`config.mk`:
```
export PLATFORM = sky130hd
export DESIGN_NAME = pfs_div
export DESIGN_NICKNAME = d
export VERILOG_FILES = /design/src/pfs_pkg.sv /design/src/pfs_div.sv
export SDC_FILE = /design/constraint.sdc
export NUM_CORES = 1
export LEC_CHECK = 0
export BUFFER_PORTS_ARGS = -buffer_cell sky130_fd_sc_hd__buf_2
export CAP_MARGIN = 20
export CORE_ASPECT_RATIO = 1.4
export CORE_MARGIN = 2
export CORE_UTILIZATION = 40
export DETAILED_ROUTE_END_ITERATION = 7
export PLACE_DENSITY_LB_ADDON = 0.08
export SLEW_MARGIN = 0
export SYNTH_ARGS = -nofsm -noshare
export SYNTH_HDL_FRONTEND = slang
export SYNTH_SLANG_ARGS = --single-unit
```
`constraint.sdc`:
```
create_clock -name i_clk -period 9.3 [get_ports i_clk]
set_input_delay 1.395 -clock i_clk [delete_from_list [all_inputs] [get_ports i_clk]]
set_output_delay 1.395 -clock i_clk [all_outputs]
set_load 0.005 [all_outputs]
```
`src/pfs_pkg.sv`:
```
// Shared types and field widths for the per-channel frame time statistics block.
package pfs_pkg;

    localparam int COMMAND_W  = 2;
    localparam int CHANNEL_W  = 3;
    localparam int DURATION_W = 24;
    localparam int TICK_W     = 32;
    localparam int FRAME_W    = 32;

    typedef enum logic [COMMAND_W-1:0] {
        CMD_BEGIN = 2'd0,
        CMD_ADD   = 2'd1,
        CMD_END   = 2'd2
    } t_cmd;

endpackage

```
`src/pfs_div.sv`:
```
// Divider by a constant: one digit per cycle, each digit by reciprocal multiplication.
module pfs_div
    import pfs_pkg::*;
#(
    parameter int DIVIDEND_W = 38,
    parameter int DIVISOR    = 64
) (
    input  logic                  i_clk,
    input  logic                  i_rst_n,
    input  logic                  i_start,
    input  logic [DIVIDEND_W-1:0] i_dividend,
    output logic                  o_done,
    output logic [DIVIDEND_W-1:0] o_quotient
);

    localparam int DIG_W   = 16;
    localparam int NUM_DIG = (DIVIDEND_W + DIG_W - 1) / DIG_W;
    localparam int PAD_W   = NUM_DIG * DIG_W;
    localparam int REM_W   = (DIVISOR > 1) ? $clog2(DIVISOR) : 1;
    localparam int X_W     = REM_W + DIG_W;
    localparam int SHIFT   = X_W + REM_W;
    localparam int RCP_W   = X_W + 1;
    localparam int PROD_W  = X_W + RCP_W;
    localparam int CNT_W   = $clog2(NUM_DIG + 1);

    // Rounded-up reciprocal. The partial dividend stays below DIVISOR * 2**DIG_W, which
    // fits in X_W bits, and for such values the product's top bits are the exact quotient.
    localparam logic [RCP_W-1:0] RECIP =
        RCP_W'(((64'd1 << SHIFT) + 64'(DIVISOR) - 64'd1) / 64'(DIVISOR));

    logic                  r_busy;
    logic                  r_done;
    logic [CNT_W-1:0]      r_cnt;
    logic [REM_W-1:0]      r_rem;
    logic [PAD_W-1:0]      r_num;
    logic [PAD_W-1:0]      r_quo;
    logic [X_W-1:0]        n_x;
    logic [PROD_W-1:0]     n_prod;
    logic [DIG_W-1:0]      n_q;
    logic [X_W-1:0]        n_back;
    logic [X_W-1:0]        n_rem;

    // The remainder so far and the next dividend digit form the partial dividend.
    always_comb begin
        n_x    = {r_rem, r_num[PAD_W-1 -: DIG_W]};
        n_prod = PROD_W'(n_x) * PROD_W'(RECIP);
        n_q    = n_prod[SHIFT +: DIG_W];
        n_back = X_W'(n_q) * X_W'(DIVISOR);
        n_rem  = n_x - n_back;
    end

    always_ff @(posedge i_clk) begin
        if (!i_rst_n) begin
            r_busy <= 1'b0;
            r_done <= 1'b0;
            r_cnt  <= '0;
        end else begin
            r_done <= !i_start && r_busy && (r_cnt == CNT_W'(1));
            if (i_start) begin
                r_num  <= PAD_W'(i_dividend);
                r_quo  <= '0;
                r_rem  <= '0;
                r_cnt  <= CNT_W'(NUM_DIG);
                r_busy <= 1'b1;
            end else if (r_busy) begin
                r_num <= r_num << DIG_W;
                r_quo <= (r_quo << DIG_W) | PAD_W'(n_q);
                r_rem <= n_rem[REM_W-1:0];
                r_cnt <= r_cnt - 1'b1;
                if (r_cnt == CNT_W'(1)) begin
                    r_busy <= 1'b0;
                end
            end
        end
    end

    assign o_done     = r_done;
    assign o_quotient = r_quo[DIVIDEND_W-1:0];

endmodule

```
==> run_results.csv <==
group,metric,value,unit
setup_path,cp.arrival,2.39,ns
grt,grt_max_degree,98,
die,fp.dieW,86.3,um
cells_and_area,drive_gt1_share,40.9,%
clock_network,cts_buffer_depth,2,
setup_path,slowest_stage,"buf_16",
cells_and_area,fin_util,49.0,%
logic_synthesis,synth_simple_gate_area_share,12.0,%
logic_synthesis,ys_top_cells_by_area,"edfxtp_1 (73%), nor2b_1 (9.1%), mux2_4 (8.7%)",
placement,hpwl,2780,um
timing,post-route-period-util,25.8,%
setup_path,worstRegToRegCells,3,
logic_synthesis,yosys.cell_types.count,14,
cells_and_area,finalNonFillerCells,406,
logic_synthesis,synth_compound_area_share,0.792,%
clock_network,cts_resized,0,
logic_synthesis,synth_edf_count,92,
cells_and_area,fin_area,4580,um2
cells_and_area,regArea,2840,um2
die,start_util,40.5,%
setup_path,path_buf_inv,3,
placement,dp_cells,388,
setup_path,cpMostUsedCell,"buf_4",
hold_path,min_path_type,"flop to flop",
die,core.rowCount,42,
placement,dp_slack,5.49,ns
clock_network,path_clk_slew,0.06,ns
clock_network,htreeDepth,3,
timing,hold_viol_final,0,
timing,finalSetupViolations,0,
timing,finalClockSkew,0.00502,ns
die,coreArea,9350,um2
logic_synthesis,synth_common_cells,"edfxtp_1 (92), nor2b_1 (55), mux2_4 (22)",
logic_synthesis,synthAdderAreaFrac,0.330,%
timing,drv_slew,0,
logic_synthesis,synth_seq_area_share,75.0,%
cells_and_area,fillCellCount,825,
placement,port_buffers,79,
routing,routed_wl,4970,um
setup_path,cpLargestDelayFamily,"buffers and inverters",
logic_synthesis,synth_seq_cells,96,
placement,gp_congestion,0.618,
routing,drc,0,
routing,detail-route-antenna-nets,0,
clock_network,clock-sinks,96,
pwr,leakagePower,1.81,nW
cells_and_area,diodes,0,
timing,rsz0062_at_grt,"no",
logic_synthesis,synth_area,3790,um2
logic_synthesis,ys_async_sr_fraction,0,%
clock_network,cts_hold_buf,0,
logic_synthesis,yosysMostFrequentCell,"edfxtp_1",
setup_path,slowest_delay,0.35,ns
setup_path,crit_fanout,70,
setup_path,path_cells,"buf_4, o21a_4, buf_4, buf_16",
setup_path,worst_setup_path_end_kind,"flop",
grt,overflow,0,
grt,grt_pass1_wl,7810,um
status,status,"completed",
logic_synthesis,synth_top_area_share,72.8,%
logic_synthesis,synthCells,209,
timing,worst_pin_slew,0.375,ns
grt,grt_usage,10.0,%
timing,slew_headroom,75.0,%
clock_network,cts_setup_buffers,0,
hold_path,hold_path_depth,1,
setup_path,start_kind,"input port",
pwr,power_density,201,nW/um2
cells_and_area,multiInputGateArea,855,um2
routing,routed_via_density,4.51,
timing,worst_slack,6.90,ns
clock_network,cts_tree,"yes",
flow_run,maxCapViolations,0,
cells_and_area,area_growth,20.9,%
logic_synthesis,synth_top_cell_by_area,"edfxtp_1",
die,die_h,119,um
logic_synthesis,synth-xor-area-share,0.231,%
logic_synthesis,yosysWarningCount,0,
logic_synthesis,synth_top_family_by_area,"simple AND/OR/NAND/NOR gates",
clock_network,cts_root_buffer,"clkbuf_16",
grt,antenna_found_initial,0,
setup_path,crit_cells,4,
pwr,worst_ir_drop_vdd,0.106,mV
grt,grt_pass1_vias,1741,
logic_synthesis,synth_mux_area_share,9.01,%
timing,fin_crit,2.40,ns
logic_synthesis,synth-main-ff-cell,"edfxtp_1",
timing,setup_tns,0,ns
setup_path,worstSetupPathType,"input port to flop",
clock_network,cts_buffers,9,
die,fp.dieArea,10300,um2
timing,max_freq,417,MHz
logic_synthesis,syn-num-nets,251,
die,ioPinCount,80,
routing,vias,1830,
routing,wire_per_inst,12.2,um
cells_and_area,nets,333,
routing,drt_iter0_markers,101,
setup_path,cp.required,9.29,ns
clock_network,insertion_delay,0.33,ns
placement,placed_area,4240,um2
logic_synthesis,syn_avg_cell_area,18.1,um2
routing,dr.pass1.iters,4,
per-layer routing:
| metal | global-route usage, % | wire, um | share of wire [%] |
|---|---|---|---|
| met1 | 11.3 | 2010 | 41 |
| met2 | 16.2 | 2520 | 51 |
| met3 | 2.91 | 320 | 6.4 |
| met4 | 6.74 | 109 | 2.2 |
| met5 | 0 | 0 | 0 |
cell families (layout without fill, tap and decap cells):
family,count (synthesis),after routing
DFF,96,96
and+or+nand+nor,72,72
muxes,23,23
buffers and inverters,12,99
AOI/OAI and AO/OA,4,4
adders and majority gates,1,1
xor gates and xnor gates,1,1
worst paths after layout:
kind | slack [ns] | to | from
setup / recovery | 6.90 | r_num[36] | i_start
hold / removal | 0.53 | r_num[40] | r_num[24]
hold reg to reg | 0.53 | r_num[40] | r_num[24]
setup reg to reg | 7.74 | r_num[36] | r_busy
worst register-to-register path, stage by stage, from the launching register on:
cell and delay [ns]:
dfxtp_1 0.41, o21a_4 0.14, buf_4 0.30, buf_16 0.35
final cells by class:
class,instances,area share [%]
multi-input cells,101,18.6
well taps,110,3.00
clock inverters,3,0.328
repair buffers,82,10.0
clock buffers,13,5.90
inverters,1,0.0819
flip-flops and latches,96,62.0
state kept, by name, summed over array words and instances (netlist names):
signal,cells
o_done,1
r_busy,1
r_num,48
r_cnt,2
r_rem,6
r_quo,38
placed cells by master, fill, tap and decap left out:
cell       netlist  final
buf_4            0      2
and4b_1          1      1
buf_2            3     78
mux2_2           1      1
mux2_4          22     22
buf_16           0      2
dfxtp_1          4      4
inv_1            1      1
and2_1          16     16
clkinv_2         0      3
xor2_1           1      1
o21a_1           4      3
edfxtp_1        92     92
clkbuf_1         0      1
clkbuf_8         0      3
clkbuf_16        0      9
ha_1             1      1
o21a_4           0      1
nor2b_1         55     55
stage by stage:
| step | hold slack (ns) | power [W] |
|---|---|---|
| final | 0.528 | 0.000922 |
| after global routing | 0.546 | 0.000963 |
| after CTS | 0.535 | 0.000935 |
| after detailed placement | 0.520 | 0.000588 |
| after global placement | 0.511 | 0.000586 |
| after floorplan | 0.509 | 0.000566 |
report_power, final:
part	switching [W]	leakage, nW	internal, W	total (W)
clock network	0.000141	0.145	0.000202	0.000343
registers	0.00000661	0.930	0.000505	0.000512
logic	0.0000305	0.734	0.0000368	0.0000673
No activity file was read; power rests on OpenSTA's default activity.
